**src/rtl/go_back_n_sender_window_core_macros.svh**
```systemverilog
// ---------------------------------------------------------------------------
// Assertion macros for the go-back-n sender window core
// ---------------------------------------------------------------------------
`ifndef GO_BACK_N_SENDER_WINDOW_CORE_MACROS_SVH
`define GO_BACK_N_SENDER_WINDOW_CORE_MACROS_SVH

`ifndef SYNTH
// same-cycle implication, disabled while in reset
`define GBNS_ASSERT_IMPLIES(label, clk, rstn, ante, cons, msg) \
    label: assert property (@(posedge clk) disable iff (!(rstn)) (ante) |-> (cons)) \
        else $error(msg);
// next-cycle implication, disabled while in reset
`define GBNS_ASSERT_NEXT(label, clk, rstn, ante, cons, msg) \
    label: assert property (@(posedge clk) disable iff (!(rstn)) (ante) |=> (cons)) \
        else $error(msg);
`else
`define GBNS_ASSERT_IMPLIES(label, clk, rstn, ante, cons, msg)
`define GBNS_ASSERT_NEXT(label, clk, rstn, ante, cons, msg)
`endif

`endif

```
**src/rtl/gbns_pkg.sv**
```systemverilog
// ---------------------------------------------------------------------------
// gbns_pkg
// Shared codes and controller/datapath interface types of the sender window.
// ---------------------------------------------------------------------------
`default_nettype none

package gbns_pkg;

    // fixed field widths
    localparam int CMD_W  = 2;
    localparam int KIND_W = 3;
    localparam int ACK_W  = 16;
    localparam int WIN_W  = 4;
    localparam int TOT_W  = 16;

    // item kinds on the input side
    localparam logic [CMD_W-1:0] CMD_DATA    = 2'd0;
    localparam logic [CMD_W-1:0] CMD_ACK     = 2'd1;
    localparam logic [CMD_W-1:0] CMD_TIMEOUT = 2'd2;

    // result kinds
    localparam logic [KIND_W-1:0] KIND_SENT     = 3'd0;
    localparam logic [KIND_W-1:0] KIND_RESENT   = 3'd1;
    localparam logic [KIND_W-1:0] KIND_ACK_OK   = 3'd2;
    localparam logic [KIND_W-1:0] KIND_ACK_IGN  = 3'd3;
    localparam logic [KIND_W-1:0] KIND_REFUSED  = 3'd4;

    // configuration register indexes
    localparam logic CFG_WINDOW_SIZE  = 1'b0;
    localparam logic CFG_TOTAL_FRAMES = 1'b1;

    // controller to datapath commands
    typedef struct packed {
        logic capture;      // latch the accepted input word
        logic exec_word;    // execute data/ack word and load the result
        logic tmo_init;     // start a resend walk at the window base
        logic resend_emit;  // load one resent frame, step the walk
    } ctrl_t;

    // datapath to controller status
    typedef struct packed {
        logic [CMD_W-1:0] cmd;            // kind of the latched word
        logic             none_outstanding;
        logic             resend_last;    // walk is at the newest frame
        logic             out_free;       // output register can be loaded
    } status_t;

endpackage

`default_nettype wire

```
**src/rtl/gbns_ctrl.sv**
```systemverilog
// ---------------------------------------------------------------------------
// gbns_ctrl
// Controller: accepts one word at a time and sequences its execution.
// ---------------------------------------------------------------------------
`default_nettype none

module gbns_ctrl (
    input  wire logic              aclk,
    input  wire logic              aresetn,
    input  wire logic              s_tvalid,
    output logic                   s_tready,
    input  wire gbns_pkg::status_t status,
    output gbns_pkg::ctrl_t        ctrl
);

    localparam logic [1:0] ST_IDLE = 2'd0;
    localparam logic [1:0] ST_EXEC = 2'd1;
    localparam logic [1:0] ST_RD   = 2'd2;
    localparam logic [1:0] ST_WR   = 2'd3;

    logic [1:0] state_reg, state_next;

    // state register
    always_ff @(posedge aclk) begin
        if (!aresetn) begin
            state_reg <= ST_IDLE;
        end else begin
            state_reg <= state_next;
        end
    end

    assign s_tready = (state_reg == ST_IDLE);

    // next state and commands
    always_comb begin
        state_next       = state_reg;
        ctrl             = '0;
        ctrl.capture     = s_tvalid && (state_reg == ST_IDLE);
        case (state_reg)
            ST_IDLE: begin
                if (s_tvalid) begin
                    state_next = ST_EXEC;
                end
            end
            ST_EXEC: begin
                case (status.cmd)
                    gbns_pkg::CMD_DATA, gbns_pkg::CMD_ACK: begin
                        if (status.out_free) begin
                            ctrl.exec_word = 1'b1;
                            state_next     = ST_IDLE;
                        end
                    end
                    gbns_pkg::CMD_TIMEOUT: begin
                        if (status.none_outstanding) begin
                            state_next = ST_IDLE;
                        end else begin
                            ctrl.tmo_init = 1'b1;
                            state_next    = ST_RD;
                        end
                    end
                    default: begin
                        // unused code: no result
                        state_next = ST_IDLE;
                    end
                endcase
            end
            ST_RD: begin
                // store read in flight
                state_next = ST_WR;
            end
            ST_WR: begin
                if (status.out_free) begin
                    ctrl.resend_emit = 1'b1;
                    state_next = status.resend_last ? ST_IDLE : ST_RD;
                end
            end
            default: begin
                state_next = ST_IDLE;
            end
        endcase
    end

endmodule

`default_nettype wire

```
**src/rtl/gbns_dpath.sv**
```systemverilog
// ---------------------------------------------------------------------------
// gbns_dpath
// Datapath: window pointers, frame store, config registers, result register.
// ---------------------------------------------------------------------------
`default_nettype none

module gbns_dpath #(
    parameter int MAX_WINDOW    = 8,
    parameter int SEQ_WIDTH     = 16,
    parameter int PAYLOAD_WIDTH = 32
) (
    input  wire logic                           aclk,
    input  wire logic                           aresetn,
    // configuration
    input  wire logic                           cfg_wr_en,
    input  wire logic                           cfg_addr,
    input  wire logic [gbns_pkg::TOT_W-1:0]     cfg_wdata,
    // input word fields
    input  wire logic [gbns_pkg::CMD_W-1:0]     in_cmd,
    input  wire logic [PAYLOAD_WIDTH-1:0]       in_payload,
    input  wire logic [gbns_pkg::ACK_W-1:0]     in_ack,
    // control
    input  wire gbns_pkg::ctrl_t                ctrl,
    output gbns_pkg::status_t                   status,
    // result register
    input  wire logic                           out_ready,
    output logic                                out_valid,
    output logic [gbns_pkg::KIND_W-1:0]         out_kind,
    output logic [SEQ_WIDTH-1:0]                out_seq,
    output logic [PAYLOAD_WIDTH-1:0]            out_payload,
    output logic [SEQ_WIDTH-1:0]                out_base,
    output logic                                out_done,
    output logic                                out_last
);

    localparam int IDX_W  = (MAX_WINDOW > 1) ? $clog2(MAX_WINDOW) : 1;
    localparam int CNT_W  = $clog2(MAX_WINDOW + 1);
    localparam int CW     = (SEQ_WIDTH > gbns_pkg::ACK_W) ? SEQ_WIDTH : gbns_pkg::ACK_W;
    localparam int WW     = (CNT_W > gbns_pkg::WIN_W) ? CNT_W : gbns_pkg::WIN_W;
    localparam int LW     = ((SEQ_WIDTH > CNT_W) ? SEQ_WIDTH : CNT_W) + 1;

    // advance a ring index by one, wrapping at the depth
    function automatic logic [IDX_W-1:0] idx_inc(input logic [IDX_W-1:0] i);
        idx_inc = (i == IDX_W'(MAX_WINDOW - 1)) ? '0 : i + IDX_W'(1);
    endfunction

    // configuration registers
    logic [gbns_pkg::WIN_W-1:0] win_reg;
    logic [gbns_pkg::TOT_W-1:0] total_reg;

    // captured input word
    logic [gbns_pkg::CMD_W-1:0] cmd_reg;
    logic [PAYLOAD_WIDTH-1:0]   pay_reg;
    logic [gbns_pkg::ACK_W-1:0] ack_reg;

    // window pointers and resend walk
    logic [SEQ_WIDTH-1:0] base_reg, next_reg, ptr_seq_reg;
    logic [IDX_W-1:0]     base_idx_reg, next_idx_reg, ptr_idx_reg;

    // frame store
    logic [PAYLOAD_WIDTH-1:0] store_mem [MAX_WINDOW];
    logic [PAYLOAD_WIDTH-1:0] rd_data_reg;

    // result register
    logic                        out_valid_reg;
    logic [gbns_pkg::KIND_W-1:0] out_kind_reg;
    logic [SEQ_WIDTH-1:0]        out_seq_reg, out_base_reg;
    logic [PAYLOAD_WIDTH-1:0]    out_pay_reg;
    logic                        out_done_reg, out_last_reg;

    // decision logic
    logic [WW-1:0]        win_ext, eff_w_full;
    logic [CNT_W-1:0]     eff_w;
    logic [CW-1:0]        seq_max, tot_ext, eff_total, ack_ext;
    logic [LW-1:0]        limit;
    logic                 data_ok, ack_ok, done_now, done_ack;
    logic [SEQ_WIDTH-1:0] ack_seq, new_base;
    logic [CNT_W-1:0]     adv;
    logic [CNT_W:0]       idx_sum;
    logic [IDX_W-1:0]     new_base_idx;
    logic                 store_wr;

    // effective window and frame total
    always_comb begin
        win_ext    = WW'(win_reg);
        if (win_ext == '0) begin
            eff_w_full = WW'(1);
        end else if (win_ext > WW'(MAX_WINDOW)) begin
            eff_w_full = WW'(MAX_WINDOW);
        end else begin
            eff_w_full = win_ext;
        end
        eff_w     = CNT_W'(eff_w_full);
        seq_max   = CW'({SEQ_WIDTH{1'b1}});
        tot_ext   = CW'(total_reg);
        eff_total = (tot_ext > seq_max) ? seq_max : tot_ext;
    end

    // data and acknowledgement checks
    always_comb begin
        limit    = LW'(base_reg) + LW'(eff_w);
        data_ok  = (LW'(next_reg) < limit) && (CW'(next_reg) < eff_total);
        ack_ext  = CW'(ack_reg);
        ack_ok   = (ack_ext >= CW'(base_reg)) && (ack_ext < CW'(next_reg));
        ack_seq  = SEQ_WIDTH'(ack_reg);
        new_base = SEQ_WIDTH'(ack_ext + CW'(1));
        adv      = CNT_W'(new_base - base_reg);
        idx_sum  = (CNT_W + 1)'(base_idx_reg) + (CNT_W + 1)'(adv);
        if (idx_sum >= (CNT_W + 1)'(MAX_WINDOW)) begin
            new_base_idx = IDX_W'(idx_sum - (CNT_W + 1)'(MAX_WINDOW));
        end else begin
            new_base_idx = IDX_W'(idx_sum);
        end
        done_now = (CW'(base_reg) >= eff_total);
        done_ack = (CW'(new_base) >= eff_total);
        store_wr = ctrl.exec_word && (cmd_reg == gbns_pkg::CMD_DATA) && data_ok;
    end

    // configuration writes
    always_ff @(posedge aclk) begin
        if (!aresetn) begin
            win_reg   <= gbns_pkg::WIN_W'(4);
            total_reg <= gbns_pkg::TOT_W'(10);
        end else if (cfg_wr_en) begin
            case (cfg_addr)
                gbns_pkg::CFG_WINDOW_SIZE:  win_reg   <= cfg_wdata[gbns_pkg::WIN_W-1:0];
                gbns_pkg::CFG_TOTAL_FRAMES: total_reg <= cfg_wdata;
                default: ;
            endcase
        end
    end

    // input capture
    always_ff @(posedge aclk) begin
        if (ctrl.capture) begin
            cmd_reg <= in_cmd;
            pay_reg <= in_payload;
            ack_reg <= in_ack;
        end
    end

    // window pointers
    always_ff @(posedge aclk) begin
        if (!aresetn) begin
            base_reg     <= '0;
            next_reg     <= '0;
            base_idx_reg <= '0;
            next_idx_reg <= '0;
        end else if (ctrl.exec_word) begin
            if (store_wr) begin
                next_reg     <= next_reg + SEQ_WIDTH'(1);
                next_idx_reg <= idx_inc(next_idx_reg);
            end
            if ((cmd_reg == gbns_pkg::CMD_ACK) && ack_ok) begin
                base_reg     <= new_base;
                base_idx_reg <= new_base_idx;
            end
        end
    end

    // resend walk pointer
    always_ff @(posedge aclk) begin
        if (ctrl.tmo_init) begin
            ptr_seq_reg <= base_reg;
            ptr_idx_reg <= base_idx_reg;
        end else if (ctrl.resend_emit) begin
            ptr_seq_reg <= ptr_seq_reg + SEQ_WIDTH'(1);
            ptr_idx_reg <= idx_inc(ptr_idx_reg);
        end
    end

    // frame store, registered read at the walk pointer
    always_ff @(posedge aclk) begin
        if (store_wr) begin
            store_mem[next_idx_reg] <= pay_reg;
        end
        rd_data_reg <= store_mem[ptr_idx_reg];
    end

    // result register valid
    always_ff @(posedge aclk) begin
        if (!aresetn) begin
            out_valid_reg <= 1'b0;
        end else if (ctrl.exec_word || ctrl.resend_emit) begin
            out_valid_reg <= 1'b1;
        end else if (out_ready) begin
            out_valid_reg <= 1'b0;
        end
    end

    // result register payload
    always_ff @(posedge aclk) begin
        if (ctrl.resend_emit) begin
            out_kind_reg <= gbns_pkg::KIND_RESENT;
            out_seq_reg  <= ptr_seq_reg;
            out_pay_reg  <= rd_data_reg;
            out_base_reg <= base_reg;
            out_done_reg <= done_now;
            out_last_reg <= status.resend_last;
        end else if (ctrl.exec_word) begin
            out_last_reg <= 1'b1;
            if (cmd_reg == gbns_pkg::CMD_DATA) begin
                out_kind_reg <= data_ok ? gbns_pkg::KIND_SENT : gbns_pkg::KIND_REFUSED;
                out_seq_reg  <= next_reg;
                out_pay_reg  <= data_ok ? pay_reg : '0;
                out_base_reg <= base_reg;
                out_done_reg <= done_now;
            end else begin
                out_kind_reg <= ack_ok ? gbns_pkg::KIND_ACK_OK : gbns_pkg::KIND_ACK_IGN;
                out_seq_reg  <= ack_seq;
                out_pay_reg  <= '0;
                out_base_reg <= ack_ok ? new_base : base_reg;
                out_done_reg <= ack_ok ? done_ack : done_now;
            end
        end
    end

    // status to the controller
    always_comb begin
        status.cmd              = cmd_reg;
        status.none_outstanding = (base_reg == next_reg);
        status.resend_last      = ((ptr_seq_reg + SEQ_WIDTH'(1)) == next_reg);
        status.out_free         = !out_valid_reg || out_ready;
    end

    assign out_valid   = out_valid_reg;
    assign out_kind    = out_kind_reg;
    assign out_seq     = out_seq_reg;
    assign out_payload = out_pay_reg;
    assign out_base    = out_base_reg;
    assign out_done    = out_done_reg;
    assign out_last    = out_last_reg;

endmodule

`default_nettype wire

```
**src/rtl/go_back_n_sender_window_core.sv**
```systemverilog
// Sequence: a word is accepted while idle; a data or ack result is loaded into the output register
// in the execute state once that register is free, the first resent frame in the write state.
// Data and ack words are accepted, then executed.
// A timeout is accepted and executed, then each resent frame takes a registered store read and a write.
// Reset (aresetn low, synchronous) clears the window to empty, restores window size 4 and
// frame total 10; the frame store is not cleared.
// ---------------------------------------------------------------------------
// go_back_n_sender_window_core
// Go-back-N sender window: numbers, stores, acknowledges and resends frames.
// ---------------------------------------------------------------------------
`default_nettype none

`include "go_back_n_sender_window_core_macros.svh"

module go_back_n_sender_window_core #(
    parameter int MAX_WINDOW    = 8,
    parameter int SEQ_WIDTH     = 16,
    parameter int PAYLOAD_WIDTH = 32,
    localparam int S_TDATA_W = ((PAYLOAD_WIDTH + gbns_pkg::ACK_W + 7) / 8) * 8,
    localparam int M_TDATA_W = ((2 * SEQ_WIDTH + PAYLOAD_WIDTH + 7) / 8) * 8
) (
    input  wire logic                          aclk,
    input  wire logic                          aresetn,
    // configuration
    input  wire logic                          cfg_wr_en,
    input  wire logic                          cfg_addr,
    input  wire logic [gbns_pkg::TOT_W-1:0]    cfg_wdata,
    // input words
    input  wire logic                          s_tvalid,
    output logic                               s_tready,
    input  wire logic [S_TDATA_W-1:0]          s_tdata,   // frame_payload, ack_seq
    input  wire logic [gbns_pkg::CMD_W-1:0]    s_tuser,   // cmd
    // result words
    output logic                               m_tvalid,
    input  wire logic                          m_tready,
    output logic [M_TDATA_W-1:0]               m_tdata,   // seq_no, payload_out, window_base
    output logic [gbns_pkg::KIND_W:0]          m_tuser,   // kind, all_done
    output logic                               m_tlast
);

    gbns_pkg::ctrl_t   ctrl;
    gbns_pkg::status_t status;

    logic [gbns_pkg::KIND_W-1:0] out_kind;
    logic [SEQ_WIDTH-1:0]        out_seq, out_base;
    logic [PAYLOAD_WIDTH-1:0]    out_payload;
    logic                        out_done;

    gbns_ctrl u_ctrl (
        .aclk     (aclk),
        .aresetn  (aresetn),
        .s_tvalid (s_tvalid),
        .s_tready (s_tready),
        .status   (status),
        .ctrl     (ctrl)
    );

    gbns_dpath #(
        .MAX_WINDOW    (MAX_WINDOW),
        .SEQ_WIDTH     (SEQ_WIDTH),
        .PAYLOAD_WIDTH (PAYLOAD_WIDTH)
    ) u_dpath (
        .aclk        (aclk),
        .aresetn     (aresetn),
        .cfg_wr_en   (cfg_wr_en),
        .cfg_addr    (cfg_addr),
        .cfg_wdata   (cfg_wdata),
        .in_cmd      (s_tuser),
        .in_payload  (s_tdata[PAYLOAD_WIDTH-1:0]),
        .in_ack      (s_tdata[PAYLOAD_WIDTH +: gbns_pkg::ACK_W]),
        .ctrl        (ctrl),
        .status      (status),
        .out_ready   (m_tready),
        .out_valid   (m_tvalid),
        .out_kind    (out_kind),
        .out_seq     (out_seq),
        .out_payload (out_payload),
        .out_base    (out_base),
        .out_done    (out_done),
        .out_last    (m_tlast)
    );

    // pack the result word
    assign m_tdata = M_TDATA_W'({out_base, out_payload, out_seq});
    assign m_tuser = {out_done, out_kind};

    // one word in flight: no accept in the cycle after an accept
    `GBNS_ASSERT_NEXT(a_one_in_flight, aclk, aresetn, s_tvalid && s_tready, !s_tready,
        "input accepted while a word is in flight")
    // a resent frame never lies below the window base
    `GBNS_ASSERT_IMPLIES(a_resend_in_window, aclk, aresetn,
        m_tvalid && (out_kind == gbns_pkg::KIND_RESENT), out_seq >= out_base,
        "resent frame below window base")
    // single-result kinds always close their word
    `GBNS_ASSERT_IMPLIES(a_single_last, aclk, aresetn,
        m_tvalid && (out_kind != gbns_pkg::KIND_RESENT), m_tlast,
        "single result without last")

endmodule

`default_nettype wire

```
**config.mk**
```make
export PLATFORM = sky130hd
export DESIGN_NAME = go_back_n_sender_window_core
export DESIGN_NICKNAME = d
export VERILOG_FILES = /design/src/rtl/gbns_pkg.sv /design/src/rtl/gbns_ctrl.sv /design/src/rtl/gbns_dpath.sv /design/src/rtl/go_back_n_sender_window_core.sv
export VERILOG_INCLUDE_DIRS = /design/src /design/src/rtl
export SDC_FILE = /design/constraint.sdc
export NUM_CORES = 1
export LEC_CHECK = 0
export CORE_MARGIN = 2
export CORE_UTILIZATION = 40
export DETAILED_ROUTE_END_ITERATION = 7
export DONT_BUFFER_PORTS = 1
export GPL_TIMING_DRIVEN = 1
export PLACE_DENSITY = 0.56
export SLEW_MARGIN = 20
export SYNTH_ARGS = -nofsm -noshare
export SYNTH_HDL_FRONTEND = slang
export SYNTH_SLANG_ARGS = --single-unit
```
**constraint.sdc**
```tcl
create_clock -name aclk -period 8.61 [get_ports aclk]
set_input_delay 1.2915 -clock aclk [delete_from_list [all_inputs] [get_ports aclk]]
set_output_delay 1.2915 -clock aclk [all_outputs]
set_load 0.05 [all_outputs]
```
==> results.toml <==
[status]
outcome = "complete, no violations"

[cts]
clk_latency_ps = 610
clk_path_buf_depth = 3
cts_hold_buf = 0
numCtsBuffers = 53
cts_tree = "built"
clk_pin_slew_worst_paths_ps = 60
clkSinkCount = 487
cts_resized = 0
root_buffer = "clkbuf_16"
h-tree-depth = 2
cts_setup_buffers = 0

[synthesis]
yosysSeqAreaShare = 0.624
async_flop_share = 0
yosysTopAreaCell = "edfxtp_1"
synth_cells = 1515
synth_edf_count = 391
synth_cell_types = 66
synthFlopType = "edfxtp_1"
synth_area_um2 = 21900
synth_nets = 1696
avgSynthCellArea_um2 = 14.4
yosysTopAreaCellShare = 0.537
yosysWarnings = 0
ys_top_cells_by_area = "edfxtp_1 (54%), dfxtp_1 (8.8%), mux4_2 (6.6%), ha_1 (6.1%), mux2_2 (2.4%)"
ys_seq_elements = 487

[worst_setup_path]
cp_data_arrival_time_ps = 5390
setup.worst_path.class = "reg2reg"
end_kind = "flip-flop"
worst-r2r-setup-slack_ps = 3450
critPathMostFrequentCell = "nor2_1"
slowest_delay_ps = 520
cp.required_ps = 8840
crit_chain = "nor2_1 > nor2_1 > nor2_1 > ha_1 > fa_1 > a21o_1 > a21oi_1 > nor2_1 > nand2_1 > xnor2_1 > ha_1 > and2_1 > a221oi_1 > o211a_1 > o211ai_1 > a21bo_2 > or2_2 > nor4b_2 > buf_4"
crit_slowest_cell = "buf_4"
worst_setup_path_start_kind = "flip-flop"
crit_fanout = 32

[global_routing]
grt_pass1_wl_um = 79100
antenna_found_initial = 2
grt_overflow = 0
grt_pass1_vias = 12700
globalRouteTotalUtil = 0.187
grt_start_max_net_pins = 68

[route]
dr.pass1.iters = 5
antenna_left = 0
drt_iter0_markers = 1091
vias = 12500
drc = 0
viasPerCell = 5.57
routed_wl_um = 53300
post_drt_wl_per_cell_um = 23.7

[layout]
regArea_um2 = 13700
multiInputGateArea_um2 = 7750
syn_to_final_growth_pct = 11.2
nFillCells = 4729
nets = 1693
drive_above_1_share = 0.156
largest_reg_flops = 256
final_area_um2 = 24300
largest_register = "u_dpath.store_mem"

[floorplan]
start_util = 0.406
rows = 85
core_um2 = 53900
die-area_um2 = 56600
pin_count = 143
die_h_um = 238
fp.dieW_um = 238

[timing]
rsz0062_at_grt = "no"
fin_worst_skew_ps = 25.0
fmax_mhz = 194
tightest_slew_ps = 1100
fin_crit_ps = 5160
setup_tns_ps = 0
slew_viol_final = 0
finalSetupViolations = 0
post-route-period-util = 0.599
slew_headroom = 0.261
hold_violations = 0

[power_and_ir_drop]
max-vdd-ir-drop_mv = 0.154
p_per_area_nw_per_um2 = 212
p_leak_nw = 8.44

[placement]
io_buffer_count = 0
placed_cell_area_um2 = 22700
gp_congestion = 0.853
dp_hpwl_um = 34300

[hold_path]
min_path_type = "reg2reg"

[flow_run]
drv_cap = 0
-- cells by family after synthesis --
logic type,synth area share
compound gates,0.0721
xor+xnor,0.0305
fa+ha+maj,0.0634
buf+inv,0.0249
flops,0.624
mux,0.111
simple gates,0.0737
-- layer usage --
layer / GRT usage / wire [um]
met1: 0.230 / 22300
met2: 0.331 / 27100
met3: 0.0335 / 2420
met4: 0.0669 / 1510
met5: 0 / 0
-- final cells by class --
| type | count | area share |
|---|---|---|
| diodes | 1 | 0.000103 |
| flip-flops and latches | 487 | 0.561 |
| inverters | 58 | 0.00894 |
| multi-input cells | 889 | 0.318 |
| clock inverters | 31 | 0.0103 |
| well taps | 696 | 0.0358 |
| clock buffers | 68 | 0.0580 |
| repair buffers | 23 | 0.00709 |
-- cell usage in the layout (no fill, tap or decap), types with 21 or more instances in the layout --
master / n
ha_1: 106
mux2i_1: 35
nand3_1: 35
edfxtp_1: 391
nor3_1: 44
clkbuf_16: 53
xnor2_1: 39
o21ai_0: 40
nor2_1: 42
xor2_1: 32
a21oi_1: 68
nand4_1: 21
mux2_2: 46
a21o_1: 25
nand2_1: 104
mux4_2: 64
inv_1: 58
buf_4: 23
dfxtp_1: 96
a22o_1: 32
-- worst paths after layout --
kind                                          start                  endpoint  cells after the start
worst max-delay path             u_dpath.win_ext[1]  u_dpath.store_mem[2][14]                     19
worst min-delay path            u_dpath.tot_ext[12]       u_dpath.tot_ext[12]                      2
worst max register to register   u_dpath.win_ext[1]  u_dpath.store_mem[2][14]                     19
worst min register to register  u_dpath.tot_ext[12]       u_dpath.tot_ext[12]                      2
-- synth_stat cells, types with 4 or more instances --
cell and instances:
edfxtp_1 391, ha_1 106, nand2_1 105, dfxtp_1 96, a21oi_1 68, mux4_2 64
clkbuf_1 59, inv_1 58, mux2_2 46, nor3_1 46, nor2_1 43, o21ai_0 40
xnor2_1 39, mux2i_1 35, nand3_1 35, a22o_1 32, xor2_1 32, a21o_1 25
nand4_1 21, nor4_1 15, buf_1 10, buf_2 10, nand2b_1 10, and3_1 9
mux2_4 8, nor2b_1 8, o21a_1 8, a211oi_1 7, and2_1 7, nor4b_1 7
o211ai_1 6, o41ai_1 6, o31ai_1 5, o21bai_1 4, o311ai_0 4
-- worst max-delay path, delay by kind of cell (launching register included) --
family	cells	cell delay, ps
simple gates	8	1330
buf+inv	1	520
compound gates	6	1550
xor+xnor	1	120
flops	1	350
fa+ha+maj	3	880
-- power breakdown --
group	switching (mW)	internal [mW]
combinational	0.154	0.0970
clock	0.955	1.20
sequential	0.138	2.62
-- metrics by stage --
stage	std cells	total power, mW	util	hold WS, ps	worst slack, ps
2_1_floorplan	1515	2.95	-	436	1230
3_3_place_gp	2153	3.05	0.420	447	3710
3_5_place_dp	2153	3.06	0.420	450	3500
4_1_cts	2252	5.23	0.451	459	3440
5_1_grt	2253	5.35	0.451	480	3120
6_report	2253	5.16	0.451	455	3450
Note: power is estimated with default switching activity, not from simulation.
